`config.mk`:
```
export PLATFORM = sky130hd
export DESIGN_NAME = lvn_cell
export DESIGN_NICKNAME = d
export VERILOG_FILES = /design/src/lvn_pkg.sv /design/src/lvn_cell.sv
export SDC_FILE = /design/constraint.sdc
export NUM_CORES = 1
export LEC_CHECK = 0
export ABC_AREA = 1
export BUFFER_PORTS_ARGS = -buffer_cell sky130_fd_sc_hd__buf_2
export CAP_MARGIN = 20
export CORE_ASPECT_RATIO = 1.2
export CORE_UTILIZATION = 60
export DETAILED_ROUTE_END_ITERATION = 16
export HOLD_SLACK_MARGIN = 0.15
export PLACE_DENSITY = 0.83
export SYNTH_ARGS = -nofsm -noshare
export SYNTH_HDL_FRONTEND = slang
export SYNTH_SLANG_ARGS = --single-unit
```
`constraint.sdc`:
```
create_clock -name clk_i -period 12.3 [get_ports clk_i]
set_input_delay 0.615 -clock clk_i [delete_from_list [all_inputs] [get_ports clk_i]]
set_output_delay 0.615 -clock clk_i [all_outputs]
set_load 0.005 [all_outputs]
```
`src/lvn_pkg.sv`:
```
// lvn_pkg: widths, codes and the token word that travels down the cell chain
// of the local value numbering table. No dependencies.
package lvn_pkg;

  localparam int unsigned ID_BITS     = 16;
  localparam int unsigned TABLE_DEPTH = 64;
  localparam int unsigned IMM_BITS    = 33;
  localparam int unsigned AOP_BITS    = 5;
  localparam int unsigned OP_BITS     = 3;
  localparam int unsigned NUM_TBL     = 3;
  localparam int unsigned KEY_BITS    = AOP_BITS + ID_BITS + 32;

  localparam logic [OP_BITS-1:0] OP_LOAD  = 3'd0;
  localparam logic [OP_BITS-1:0] OP_RR    = 3'd1;
  localparam logic [OP_BITS-1:0] OP_RI    = 3'd2;
  localparam logic [OP_BITS-1:0] OP_OTHER = 3'd3;
  localparam logic [OP_BITS-1:0] OP_BLOCK = 3'd4;

  localparam logic REG_ADD_OPCODE = 1'b0;
  localparam logic REG_MUL_OPCODE = 1'b1;

  typedef enum logic [1:0] {
    ACT_PASS      = 2'd0,
    ACT_RECORDED  = 2'd1,
    ACT_REDUNDANT = 2'd2,
    ACT_REMOVED   = 2'd3
  } action_e;

  typedef enum logic [1:0] {
    CMD_PASS,
    CMD_LOOKUP,
    CMD_CLEAR
  } cmd_e;

  typedef enum logic [1:0] {
    TBL_LOAD  = 2'd0,
    TBL_PAIR  = 2'd1,
    TBL_IMMOP = 2'd2
  } tbl_e;

  typedef struct packed {
    logic [AOP_BITS-1:0] add_op;
    logic [AOP_BITS-1:0] mul_op;
  } cfg_t;

  typedef struct packed {
    logic                valid;
    cmd_e                cmd;
    tbl_e                tbl;
    logic [KEY_BITS-1:0] key;
    logic [ID_BITS-1:0]  dest;
    logic                done;
    action_e             action;
    logic [ID_BITS-1:0]  repl;
  } token_t;

endpackage

```
`src/lvn_cell.sv`:
```
// lvn_cell: one entry of each of the three expression tables; matches or
// claims its entry for the passing token and hands the token on. Uses lvn_pkg.
module lvn_cell import lvn_pkg::*; (
  input  logic   clk_i,
  input  logic   rst_ni,
  input  token_t tok_i,
  output token_t tok_o
);

  logic [NUM_TBL-1:0]  valid_q, valid_d;
  logic [KEY_BITS-1:0] key_q [NUM_TBL];
  logic [ID_BITS-1:0]  reg_q [NUM_TBL];
  logic [NUM_TBL-1:0]  hit;
  logic [NUM_TBL-1:0]  ins;
  logic                active;
  token_t              tok_d, tok_q;

  assign active = tok_i.valid && (tok_i.cmd == CMD_LOOKUP) && !tok_i.done;

  always_comb begin
    tok_d = tok_i;
    for (int t = 0; t < NUM_TBL; t++) begin
      hit[t] = active && (tok_i.tbl == tbl_e'(t)) && valid_q[t] && (key_q[t] == tok_i.key);
      ins[t] = active && (tok_i.tbl == tbl_e'(t)) && !valid_q[t];
      if (tok_i.valid && (tok_i.cmd == CMD_CLEAR)) begin
        valid_d[t] = 1'b0;
      end else begin
        valid_d[t] = valid_q[t] | ins[t];
      end
      if (hit[t]) begin
        tok_d.done   = 1'b1;
        tok_d.action = ACT_REDUNDANT;
        tok_d.repl   = reg_q[t];
      end
      if (ins[t]) begin
        tok_d.done   = 1'b1;
        tok_d.action = ACT_RECORDED;
      end
    end
  end

  always_ff @(posedge clk_i or negedge rst_ni) begin
    if (!rst_ni) begin
      valid_q <= '0;
      tok_q   <= '0;
    end else begin
      valid_q <= valid_d;
      tok_q   <= tok_d;
    end
  end

  always_ff @(posedge clk_i) begin
    for (int t = 0; t < NUM_TBL; t++) begin
      if (ins[t]) begin
        key_q[t] <= tok_i.key;
        reg_q[t] <= tok_i.dest;
      end
    end
  end

  assign tok_o = tok_q;

endmodule

```
# After elaboration in Yosys (flattened, before gate mapping)
# Memories as Yosys holds them, arrays and structs flattened.
# Cells that the tools add are included.
# classes
n_div	0
bitwise_logic	3
eq_ne	7
n_shift	0
n_mul	0
addsub	0
n_lt_le_gt_ge	0
n_reduce_logical	24
mux	27
# op_table
cell	count
53-bit == test	3
53-bit 2-to-1 mux	2
53-bit OR reduction	2
19-bit 2-to-1 mux	3
16-bit 2-to-1 mux	2
16-bit OR reduction	2
1-bit logical AND	15
1-bit 2-to-1 mux	13
3-bit 2-to-1 mux	3
2-bit 2-to-1 mux	4
2-bit by 1-bit == test with 1-bit output, second input constant	2
2-bit == test, second input constant	2
1-bit zero test	4
1-bit OR	3
2-bit zero test	1
# totals
output_inout_bits	93
mem_bits_ro	0
input_bits	95
n_memories	2
word_cells	72
reg_bits	96
ramBits	207
latchBits	0
# memory_table
memory	depth	word_bits	read_ports	rd_clocked_by_memory_dff	wr	line	rtl
key_q	3	53	3	0	1	lvn_cell.sv:11	logic [KEY_BITS-1:0] key_q [NUM_TBL];
reg_q	3	16	3	0	1	lvn_cell.sv:12	logic [ID_BITS-1:0] reg_q [NUM_TBL];

# Depth between registers and ports, before layout
# depth
word_depth	12
depth_mapped	15
depth_no_buf	13

# Worst setup path after synthesis
# No wires, ideal clock.
# synth_timing
kind	input to register
from	in tok_i[91] in the netlist's numbering
to	reg tok_q (netlist bit tok_o[18])
setup_time_ns	0.085
path_slack_ns	7.667
path_buffers	0
required_ns	12.215
arrival_ns	4.548
path_stages	9
path_cell_list	nor2_1 -> nand2_1 -> inv_1 -> nand3_1 -> nor2_1 -> inv_1 -> nand2_1 -> nor3_1 -> nand4_1
# synth_rtl
element	line	rtl
start: declaration	lvn_cell.sv:6	input token_t tok_i,
end signal: assignment	lvn_cell.sv:48	tok_q <= tok_d;
end: declaration	lvn_cell.sv:16	token_t tok_d, tok_q;

==> metrics <==
status finished, final reports clean; core box area 21,190 µm²; Remaining DRCs 0; syn nets 1,527; clk_lat worst skew around 560 ps; CP max stage delay 720 ps; H-tree depth 1; filler cell count in the final layout between 1,500 and 2,000; Die ar. ~23,000 µm²; Seq. cell area 8618 µm²; hpwl dp 28,260 µm; Yosys cell types 25; final hold vios 0; CTS tree done; Avg Inst Size Synth 9.180 µm²; crit path cell chain buf_2, nor2_1, nand2_1, nor3_1, inv_1, nor2_4, buf_4, inv_1, nand2_1, nand2_1, nand3_1; Pwr Density ~140 nW/µm²; global route overflow 0; CTS root buffer clkbuf_16; Largest delay share family, worst path simple AND/OR/NAND/NOR gates; WL/cell 19.95 µm; clk slew on worst S/H paths 60 ps; maximum vdd ir drop ~0.15 mV; chip height 164.2 µm; number of warnings issued by yosys 0; GP Congestion approximately 0.99; synthesized area 13,150 µm²; Crit Path Class input port to register; via count 10,280; I/O pin total ~190; Hold WS 185.4 ps; Worst setup EP type register; fin crit share 21.46%; global-route wire length before repair 57,320 µm; Worst EP required 12,790 ps; All-Layer GR Usage 35.60%; slowest cell on the critical path nor2_4; maximum clock rate 0.3789 GHz; top cell type by total area after synthesis edfxtp_1; fraction of layout cells with a size suffix above 1 17.58%; starting density of the core 62.04%; Initial DRT Pass Iterations 7; post-DR vias/cell 5.308; Yosys reg bits 303; die width 137.1 µm; Area contributors post-synth edfxtp_1, dfrtp_1, nand2_1; Final min period 2639 ps; initial antenna violation count 0; number of global-route vias before repair 9,905; Final Power ~2.2 mW; number of diodes 0; Leak 7.475 nW; # clock sinks 303; Critical Path Most Common Cell nand2_1; Area Growth Syn to Fin 16.78%; setup violators final 0; Critical Path Start Type input port; multi-input logic area around 3700 µm²; largest net degree at the start of global routing 53; WP data arrival 3130 ps; DR iter-0 viols 904; Syn Inst Count 1,432; Buf+Inv Stages, Crit Path 4; post-route ant nets 0; fin nets 1,740; max-slew violations 0; worst hold path class input port to register; row count 58; RSZ-0062 raised after global routing no; clock skew about 23 ps; PortBufs 187; worst slew pin tran 985.5 ps; relative slew slack 34.15%; CTS Buf Count 28; share of the synthesized area in the top cell type between 40 and 50%; clock buffer depth 3; max-cap viol count 0; final setup TNS 0 ps; sequential area share after synthesis 65.56%; Crit Path Max Fanout 44; WL final 38,640 µm
## worst paths after layout
kind	cells after the start	end	slack [ps]	start
setup / recovery	11	tok_o[16]	9660	tok_i[91]
max in group asynchronous	3	tok_o[18]	10520	rst_ni
hold reg to reg	2	tok_o[0]	490	reg_q[0][32]
min in group asynchronous	2	tok_o[80]	620	rst_ni
hold / removal	1	tok_o[92]	190	tok_i[92]
setup reg to reg	12	tok_o[15]	9870	key_q[0][130]
## final cells by class
type                       instances  share of cell area (%)
clock buffer                      35                   4.735
tap                              270                   2.200
timing repair buffer             192                   6.373
inverter                         207                   5.061
multi-input combinational        913                   24.20
sequential                       303                   56.14
clock inverter                    17                   1.296
## cell usage after synthesis, drive strengths merged
library cell,count
a21oi,5
and2,1
buf,9
dfrtp,96
edfxtp,207
inv,207
nand2,621
nand3,76
nand3b,1
nand4,8
nor2,168
nor3,2
o21ai,12
or2,4
xnor2,13
xor2,2
## registers in the layout, indices dropped and copies added, names as in the netlist
| register | cells |
|---|---|
| tok_o | 93 |
| key_q | 159 |
| valid_q | 3 |
| reg_q | 48 |
## where the power goes
group	total (mW)	switching [mW]	internal, mW
sequential	1.12	0.00854	1.11
combinational	0.147	0.101	0.0457
clock	0.885	0.381	0.505
total	2.15	0.490	1.66
## routing by layer
metal | track usage [%] | wire, µm | vias to the layer above
li1 | - | - | 4882
met1 | 45.28 | 14940 | 4775
met2 | 59.76 | 18860 | 532
met3 | 5.586 | 2966 | 93
met4 | 16.58 | 1877 | 0
met5 | 0 | 0 | -
## kinds of logic after synthesis
family	count (synthesis)	share of synthesized area (%)
xor gates and xnor gates	15	0.9994
AOI/OAI and AO/OA	17	0.6472
DFF	303	65.56
and+or+nand+nor	881	26.44
buffers and inverters	216	6.358
## cells in the final DEF (no fill, tap or decap), types with 13 or more instances in the layout
master / Yosys / final
nand2_1: 619 / 619
edfxtp_1: 207 / 207
clkbuf_16: 0 / 28
buf_2: 5 / 186
nor2_1: 162 / 159
xnor2_1: 13 / 13
dfrtp_1: 96 / 96
inv_1: 158 / 158
inv_2: 49 / 49
nand3_1: 76 / 76
## stage by stage
step,std cells,area [µm²],utilization [%],worst slack [ps]
6_report,1937,15350,72.45,9661
5_1_grt,1937,15350,72.45,9480
4_1_cts,1937,15350,72.45,9645
3_5_place_dp,1884,14420,68.03,9123
3_3_place_gp,1884,14420,68.03,9267
2_1_floorplan,1432,13150,-,7667
## what timing repair did
action                                 4_1_cts  5_1_grt
gates resized for setup                      0        0
hold buffers                                 1        0
endpoints found under the hold margin       45        0
buffers inserted                             0        0
(Power assumes the default switching activity.)
