$ cat config.mk
export PLATFORM = sky130hd
export DESIGN_NAME = lvn_front
export DESIGN_NICKNAME = d
export VERILOG_FILES = /design/src/lvn_pkg.sv /design/src/lvn_front.sv
export SDC_FILE = /design/constraint.sdc
export NUM_CORES = 1
export LEC_CHECK = 0
export ABC_AREA = 1
export BUFFER_PORTS_ARGS = -buffer_cell sky130_fd_sc_hd__buf_2
export CAP_MARGIN = 10
export CORE_AREA = 2 2 76 78
export DETAILED_ROUTE_END_ITERATION = 8
export DIE_AREA = 0 0 78 80
export GPL_TIMING_DRIVEN = 0
export PLACE_DENSITY = 0.81
export SYNTH_ARGS = -nofsm -noshare
export SYNTH_HDL_FRONTEND = slang
export SYNTH_SLANG_ARGS = --single-unit
$ cat constraint.sdc
create_clock -name vclk -period 2
set_clock_uncertainty 0.05 [all_clocks]
set_input_delay 0 -clock vclk [all_inputs]
set_output_delay 0 -clock vclk [all_outputs]
set_load 0.01 [all_outputs]
$ cat src/lvn_pkg.sv
// lvn_pkg: widths, codes and the token word that travels down the cell chain
// of the local value numbering table. No dependencies.
package lvn_pkg;

  localparam int unsigned ID_BITS     = 16;
  localparam int unsigned TABLE_DEPTH = 64;
  localparam int unsigned IMM_BITS    = 33;
  localparam int unsigned AOP_BITS    = 5;
  localparam int unsigned OP_BITS     = 3;
  localparam int unsigned NUM_TBL     = 3;
  localparam int unsigned KEY_BITS    = AOP_BITS + ID_BITS + 32;

  localparam logic [OP_BITS-1:0] OP_LOAD  = 3'd0;
  localparam logic [OP_BITS-1:0] OP_RR    = 3'd1;
  localparam logic [OP_BITS-1:0] OP_RI    = 3'd2;
  localparam logic [OP_BITS-1:0] OP_OTHER = 3'd3;
  localparam logic [OP_BITS-1:0] OP_BLOCK = 3'd4;

  localparam logic REG_ADD_OPCODE = 1'b0;
  localparam logic REG_MUL_OPCODE = 1'b1;

  typedef enum logic [1:0] {
    ACT_PASS      = 2'd0,
    ACT_RECORDED  = 2'd1,
    ACT_REDUNDANT = 2'd2,
    ACT_REMOVED   = 2'd3
  } action_e;

  typedef enum logic [1:0] {
    CMD_PASS,
    CMD_LOOKUP,
    CMD_CLEAR
  } cmd_e;

  typedef enum logic [1:0] {
    TBL_LOAD  = 2'd0,
    TBL_PAIR  = 2'd1,
    TBL_IMMOP = 2'd2
  } tbl_e;

  typedef struct packed {
    logic [AOP_BITS-1:0] add_op;
    logic [AOP_BITS-1:0] mul_op;
  } cfg_t;

  typedef struct packed {
    logic                valid;
    cmd_e                cmd;
    tbl_e                tbl;
    logic [KEY_BITS-1:0] key;
    logic [ID_BITS-1:0]  dest;
    logic                done;
    action_e             action;
    logic [ID_BITS-1:0]  repl;
  } token_t;

endpackage

$ cat src/lvn_front.sv
// lvn_front: decodes one instruction word into a chain token, builds the
// expression key and settles the cases that need no table. Uses lvn_pkg.
module lvn_front import lvn_pkg::*; (
  input  logic                       start,
  input  cfg_t                       cfg_i,
  input  logic [OP_BITS-1:0]         op_i,
  input  logic [ID_BITS-1:0]         dest_id_i,
  input  logic [ID_BITS-1:0]         src1_id_i,
  input  logic [ID_BITS-1:0]         src2_id_i,
  input  logic [AOP_BITS-1:0]        alu_op_i,
  input  logic signed [IMM_BITS-1:0] imm_value_i,
  input  logic                       imm_is_ref_i,
  input  logic                       dest_is_vreg_i,
  input  logic                       src1_is_vreg_i,
  input  logic                       src2_is_vreg_i,
  input  logic                       dest_multi_def_i,
  input  logic                       dest_unused_i,
  output token_t                     tok_o
);

  logic               commut;
  logic               swap;
  logic [ID_BITS-1:0] lo_id;
  logic [ID_BITS-1:0] hi_id;

  assign commut = (alu_op_i == cfg_i.add_op) || (alu_op_i == cfg_i.mul_op);
  assign swap   = commut && (src1_id_i > src2_id_i);
  assign lo_id  = swap ? src2_id_i : src1_id_i;
  assign hi_id  = swap ? src1_id_i : src2_id_i;

  always_comb begin
    tok_o        = '0;
    tok_o.valid  = start;
    tok_o.cmd    = CMD_PASS;
    tok_o.tbl    = TBL_LOAD;
    tok_o.dest   = dest_id_i;
    tok_o.done   = 1'b1;
    tok_o.action = ACT_PASS;
    unique case (op_i)
      OP_BLOCK: begin
        tok_o.cmd = CMD_CLEAR;
      end
      OP_LOAD: begin
        if (dest_is_vreg_i) begin
          if (dest_unused_i) begin
            tok_o.action = ACT_REMOVED;
          end else if (!dest_multi_def_i) begin
            tok_o.cmd  = CMD_LOOKUP;
            tok_o.tbl  = TBL_LOAD;
            tok_o.done = 1'b0;
            tok_o.key  = KEY_BITS'({imm_is_ref_i, imm_value_i});
          end
        end
      end
      OP_RR: begin
        if (!dest_multi_def_i && dest_is_vreg_i && src1_is_vreg_i && src2_is_vreg_i) begin
          tok_o.cmd  = CMD_LOOKUP;
          tok_o.tbl  = TBL_PAIR;
          tok_o.done = 1'b0;
          tok_o.key  = KEY_BITS'({alu_op_i, lo_id, hi_id});
        end
      end
      OP_RI: begin
        if (!dest_multi_def_i && dest_is_vreg_i && src1_is_vreg_i) begin
          tok_o.cmd  = CMD_LOOKUP;
          tok_o.tbl  = TBL_IMMOP;
          tok_o.done = 1'b0;
          tok_o.key  = KEY_BITS'({alu_op_i, src1_id_i, imm_value_i[31:0]});
        end
      end
      OP_OTHER: begin
        tok_o.cmd = CMD_PASS;
      end
      default: begin
        tok_o.cmd = CMD_PASS;
      end
    endcase
  end

endmodule

---- Word-level counts from Yosys, hierarchy flattened ----
Cells that the tools add are included.
word-level totals
  register bits after elaboration ......... 0
  input bits .............................. 106
  output and inout port bits .............. 93
  logic and storage cells ................. 30
cells by class
  magnitude comparators ................... 1
  eq/ne operators ......................... 5
  muxes and demuxes ....................... 17
  reductions and logical operators ........ 7
operator list
  kind                                            count
  two-way mux 56 bit                              3
  case mux 55 bit (3 select lines)                1
  two-way mux 57 bit                              2
  two-way mux 16 bit                              2
  > comparator 16 bit                             1
  == test 5 bit                                   2
  case mux 2 bit (4 select lines)                 1
  logical AND 1 bit                               4
  two-way mux 1 bit                               4
  two-way mux 2 bit                               2
  == test 3 x 1 -> 1 bit (second input constant)  1
  == test 3 x 2 -> 1 bit (second input constant)  1
  == test 3 bit (second input constant)           1
  zero test 3 bit                                 1
  two-way mux 3 bit                               1
  case mux 1 bit (3 select lines)                 1
  zero test 1 bit                                 1
  logical OR 1 bit                                1

---- Longest topological paths before layout ----
Gate-level depths: netlist (run 1).
  word-level depth ........................ 6
  depth in mapped cells ................... 16
  gate-level depth less buffers ........... 15

---- Least setup slack after synthesis (run 1) ----
Ideal clock, no wire load.
  path type ............................... in2out
  start point ............................. input port src2_id_i[15]
  end point ............................... output port tok_o[41] (netlist name)
  data arrival time ....................... 1.294 ns
  data required time ...................... 1.950 ns
  setup slack ............................. 0.656 ns
  stages on the path ...................... 13
  buffers on the path ..................... 1
  cell sequence ........................... inv_1 ha_1 nand2_1 nor2_1 nand4_1 inv_1 nand2_1 nand2_1 nand2_2 buf_6 nand2_1 nand3_1 nand2_1
RTL lines
  item             RTL line         RTL
  start, declared  lvn_front.sv:9   input logic [ID_BITS-1:0] src2_id_i,
  end, declared    lvn_front.sv:18  output token_t tok_o

==> flow_summary_export.csv, run 1 <==
group,metric,value,unit
synthesis,synth_common_cells,"nand2_1 (139), nand3_1 (68), inv_1 (54)",
critical_path,crit_path_start_kind,"primary input",
min_path,hold_depth,2,
die,initial_core_util,35.8,%
pwr,power.internal,0.208,mW
detailed_routing,vias_per_cell,4.52,
critical_path,critical_path_class,"in -> out",
cells_and_area,nNetsFinal,698,
pwr,leakagePower,2.12,nW
min_path,hold_path.class,"in -> out",
timing,rsz0062_at_grt,"false",
pwr,pwr-share-clk,0,%
critical_path,cp.required,1.95,ns
synthesis,synth_most_common_cell,"nand2_1",
timing,slew_violations,0,
detailed_routing,detail-route-antenna-nets,0,
cells_and_area,area_growth_syn_to_layout,50.6,%
synthesis,synth_seq_area_share,0,%
pwr,power.density,159,mW/mm2
cells_and_area,nFlopsAndLatches,0,
clock_network,cts_setup_buffers,0,
detailed_routing,first_pass_iters,4,
critical_path,cp-end-kind,"output pin",
job,drv_cap,0,
die,die_w,78,um
pwr,p_sw_share,55.1,%
critical_path,worstPathCellList,"buf_2, inv_1, ha_1, nand2_1, nor2_1, nand4_1, nor2_1, a21oi_2, nand2_2, buf_6, nand2_1, nand3_1, nand2_1, buf_2",
synthesis,yosysUniqueCellTypes,22,
detailed_routing,first_iter_violations,84,
critical_path,cp_slowest_cell,"a21oi_2",
detailed_routing,vias,2921,
min_path,hp-start,"dest_id_i[5]",
synthesis,syn-instance-count,393,
synthesis,netlist_area,0.00193,mm2
cells_and_area,antenna-diode-count,0,
pwr,power_frac_comb,100.0,%
critical_path,critPathMostFrequentCell,"nand2_1",
min_path,hold_end,"tok_o[24]",
cells_and_area,nClkBuffers,0,
cells_and_area,fillers,571,
cells_and_area,ff_latch_area,0,um2
die,io_pins,199,
grt,grt_max_degree,11,
synthesis,avgSynthCellArea,4.92,um2
die,dieArea,0.00624,mm2
synthesis,synth_warnings,0,
placed_design,dp_hpwl,6.14,mm
clock_network,cts_resized,0,
grt,grt_pass1_wl,11.3,mm
timing,hold_viol,0,
pwr,power_frac_seq,0,%
timing,fin_crit,1.75,ns
detailed_routing,route.detailed.drc,0,
synthesis,yosys.area.top_type_share,27.0,%
cells_and_area,drive_above_1_share,39.2,%
detailed_routing,routed_wl,7.15,mm
critical_path,cp_data_arrival_time,1.70,ns
pwr,ir_worst_vdd,83.9,uV
grt,track_usage,21.5,%
die,core,0.00541,mm2
die,chipHeight,80,um
synthesis,yosysTopAreaCell,"nand2_1",
timing,fin_setup_tns,0,ns
clock_network,cts_hold_buf,0,
timing,fmax,0.571,GHz
critical_path,slowest_delay,0.26,ns
run_status,status,"finished, final reports clean",
critical_path,cp_max_fo,10,
die,core.rowCount,27,
grt,antenna_found_initial,0,
timing,setup_viol,0,
placed_design,place.gp.congestion,0.841,
cells_and_area,fin_util,53.9,%
synthesis,synth_top_cells_by_area,"nand2_1 (27%), nand3_1 (18%), buf_4 (13%)",
timing,min_period_over_period,87.6,%
pwr,p_switching,0.256,mW
detailed_routing,wire_per_inst,11.1,um
placed_design,port-buffer-count,166,
grt,overflow,0,
cells_and_area,multiInputGateArea,0.00141,mm2
grt,grt_pass1_vias,2636,
how the worst max path moves through the flow:
stage                       start         to  slack, ns  cells past startpoint
floorplan           src2_id_i[15]  tok_o[41]       0.66                     13
global placement    src2_id_i[11]  tok_o[44]       0.24                     14
detailed placement  src2_id_i[15]  tok_o[50]       0.21                     14
CTS                 src2_id_i[15]  tok_o[44]       0.21                     14
global route        src2_id_i[15]  tok_o[46]       0.05                     15
finish              src2_id_i[15]  tok_o[50]       0.25                     14
worst max-delay path: cells and delay by family:
kind                       cells  cell delay, ns
AOI/OAI and AO/OA              1            0.26
buffers and inverters          4            0.49
and+or+nand+nor                8            0.72
adders and majority gates      1            0.25
cells in the final DEF (no fill, tap or decap), types with 6 or more instances in the layout:
master   instances
nor2_1          30
inv_1           54
buf_4           34
conb_1          16
a21oi_1          6
ha_1            16
buf_2          178
nand2_1        138
nand3_1         68
inv_2            7
kinds of logic (layout without fill, tap and decap cells):
group,count (synthesis),in the layout,share of synthesized area [%]
AND/OR/NAND/NOR,246,246,53.0
buffers and inverters,112,278,30.3
adder cells (fa/ha/maj),16,16,10.3
AO/OA/AOI/OAI,15,15,4.79
XOR/XNOR,3,3,1.36
other,1,16,0.194
per-stage QoR:
step                      power [mW]  hold WS (ns)  worst slack [ns]  instances  area (um2)
after floorplan                0.278      0.000692             0.656        408        1990
after global placement         0.449         0.134             0.242        646        2910
after detailed placement       0.459         0.134             0.210        646        2910
after CTS                      0.461         0.135             0.208        646        2910
after global routing           0.521         0.137            0.0504        646        2910
final                          0.464         0.134             0.248        646        2910
layer usage:
metal	routed length, um	vias to the layer above	global-route usage (%)
li1	-	1537	-
met1	2940	1250	24.6
met2	3630	132	44.2
met3	546	2	1.81
met4	34	0	1.58
met5	0	-	0
power groups by stage:
stage	clock (mW)	combinational, mW	sequential [mW]
after floorplan	0	0.278	0
after global placement	0	0.449	0
after detailed placement	0	0.459	0
after CTS	0	0.461	0
after global routing	0	0.521	0
final	0	0.464	0
area by class of cell:
| type | count | area share, % |
|---|---|---|
| plain buffers | 51 | 12.2 |
| inverters | 61 | 7.86 |
| multi-input cells | 296 | 48.3 |
| well taps | 72 | 3.09 |
| repair buffers | 166 | 28.5 |
Note: power is estimated with default switching activity, not from simulation.
==> run 2: changes to the inputs <==
--- a/config.mk
+++ b/config.mk
@@ -8,11 +8,11 @@
 export ABC_AREA = 1
 export BUFFER_PORTS_ARGS = -buffer_cell sky130_fd_sc_hd__buf_2
 export CAP_MARGIN = 10
-export CORE_AREA = 2 2 76 78
+export CORE_AREA = 8 8 86 73
 export DETAILED_ROUTE_END_ITERATION = 8
-export DIE_AREA = 0 0 78 80
+export DIE_AREA = 0 0 94 81
 export GPL_TIMING_DRIVEN = 0
-export PLACE_DENSITY = 0.81
+export PLACE_DENSITY = 0.9
 export SYNTH_ARGS = -nofsm -noshare
 export SYNTH_HDL_FRONTEND = slang
 export SYNTH_SLANG_ARGS = --single-unit
==> run 2 against run 1 <==
Net effect:
- setup slack better by 0.0046 ns
- sequential share of layout area unchanged
- hold slack better by 0.0026 ns
- routed wire length rose by 19%
- via count up 2.8%
- clock-buffer cell count unchanged
- final area about the same
- critical path depth stayed put
- cell count shrank 1.5%
- die area grew 22%
- sequential cell count unchanged
- maximum frequency up 0.27%
==> flow_summary_export.csv, run 2 (synthesis results as in run 1) <==
group,metric,value,unit
timing,fin_crit,1.75,ns
cells_and_area,final_common_cell,"buf_2",
cells_and_area,nFlopsAndLatches,0,
min_path,hold_path.class,"in -> out",
cells_and_area,most-common-layout-cells,"buf_2 (178), nand2_1 (138), nand3_1 (68)",
critical_path,cp_max_fo,10,
detailed_routing,first_iter_violations,100,
die,io_pins,199,
timing,maxSlewHeadroom,60.4,%
critical_path,cp.required,1.95,ns
detailed_routing,detail-route-antenna-nets,0,
cells_and_area,multiInputGateArea,0.00142,mm2
pwr,leakagePower,2.12,nW
pwr,ir_worst_vdd,80.0,uV
die,core,0.00483,mm2
detailed_routing,wire_per_inst,13.3,um
cells_and_area,ff_latch_area,0,um2
cells_and_area,nClkBuffers,0,
die,dieArea,0.00761,mm2
critical_path,cp_slowest_cell,"ha_1",
detailed_routing,routed_wl,8.48,mm
cells_and_area,area_growth_syn_to_layout,50.5,%
critical_path,crit_path_start_kind,"primary input",
detailed_routing,route.detailed.drc,0,
grt,antenna_found_initial,0,
timing,rsz0062_at_grt,"false",
critical_path,cp-end-kind,"output pin",
cells_and_area,fillers,503,
critical_path,critical_path_class,"in -> out",
grt,grt_pass1_vias,2948,
placed_design,dp_hpwl,7.42,mm
detailed_routing,vias_per_cell,4.72,
placed_design,place.gp.congestion,0.884,
detailed_routing,first_pass_iters,4,
critical_path,worstPathCellList,"buf_2, inv_1, ha_1, nand2_1, nor2_1, nand4_1, nor2_2, a21oi_4, nand2_2, buf_6, nand2_1, nand3_1, nand2_1, buf_2",
grt,track_usage,20.7,%
timing,setup_viol,0,
job,drv_cap,0,
critical_path,crit_family,"simple AND/OR/NAND/NOR gates",
pwr,power.density,162,mW/mm2
critical_path,critPathMostFrequentCell,"nand2_1",
die,chipHeight,81,um
timing,min_period_over_period,87.4,%
placed_design,port-buffer-count,166,
timing,slew_violations,0,
die,initial_core_util,40.0,%
critical_path,timing.critical_path.buf_inv,4,
grt,grt_pass1_wl,13.4,mm
timing,hold_viol,0,
cells_and_area,nNetsFinal,698,
die,core.rowCount,23,
cells_and_area,antenna-diode-count,0,
timing,fin_setup_tns,0,ns
clock_network,cts_setup_buffers,0,
grt,overflow,0,
cells_and_area,drive_above_1_share,39.4,%
detailed_routing,vias,3004,
critical_path,cp_data_arrival_time,1.70,ns
timing,tightest_slew,0.595,ns
die,die_w,94,um
grt,grt_max_degree,11,
critical_path,slowest_delay,0.29,ns
timing,fmax,0.572,GHz
run_status,status,"finished, final reports clean",
cells_and_area,fin_util,60.2,%
## run 2: area by class of cell
class / instances / share of cell area [%]
inverter: 61 / 7.86
buffer: 51 / 12.2
tap: 62 / 2.66
multi-input combinational: 296 / 48.7
timing repair buffer: 166 / 28.5
## run 2: report_power, final
part	switching (mW)	internal [mW]
registers	0	0
logic	0.262	0.209
clock network	0	0
total	0.262	0.209
## run 2: worst paths after layout
path | to | slack, ns | cells past startpoint | startpoint
max | tok_o[46] | 0.25 | 14 | src2_id_i[7]
min | tok_o[20] | 0.14 | 2 | dest_id_i[1]
## run 2: timing repair
action / 4_1_cts / 5_1_grt
endpoints found under the setup margin: 0 / 16
hold buffers: 0 / 0
resized for setup: 0 / 3
## run 2: through the flow
step / cells / total power [mW] / hold slack, ns / cell area (um2) / setup WS, ns
2_1_floorplan: 408 / 0.278 / 0.000692 / 1990 / 0.656
3_3_place_gp: 636 / 0.448 / 0.138 / 2900 / 0.199
3_5_place_dp: 636 / 0.461 / 0.138 / 2900 / 0.198
4_1_cts: 636 / 0.463 / 0.138 / 2900 / 0.192
5_1_grt: 636 / 0.530 / 0.141 / 2910 / 0.0292
6_report: 636 / 0.471 / 0.137 / 2910 / 0.252
## run 2: routing by layer
metal | vias to the layer above | wire length [um] | track usage, %
met3 | 4 | 830 | 3.96
li1 | 1536 | - | -
met5 | - | 0 | 0
met2 | 147 | 4160 | 38.9
met1 | 1317 | 3450 | 24.9
met4 | 0 | 41 | 0.790
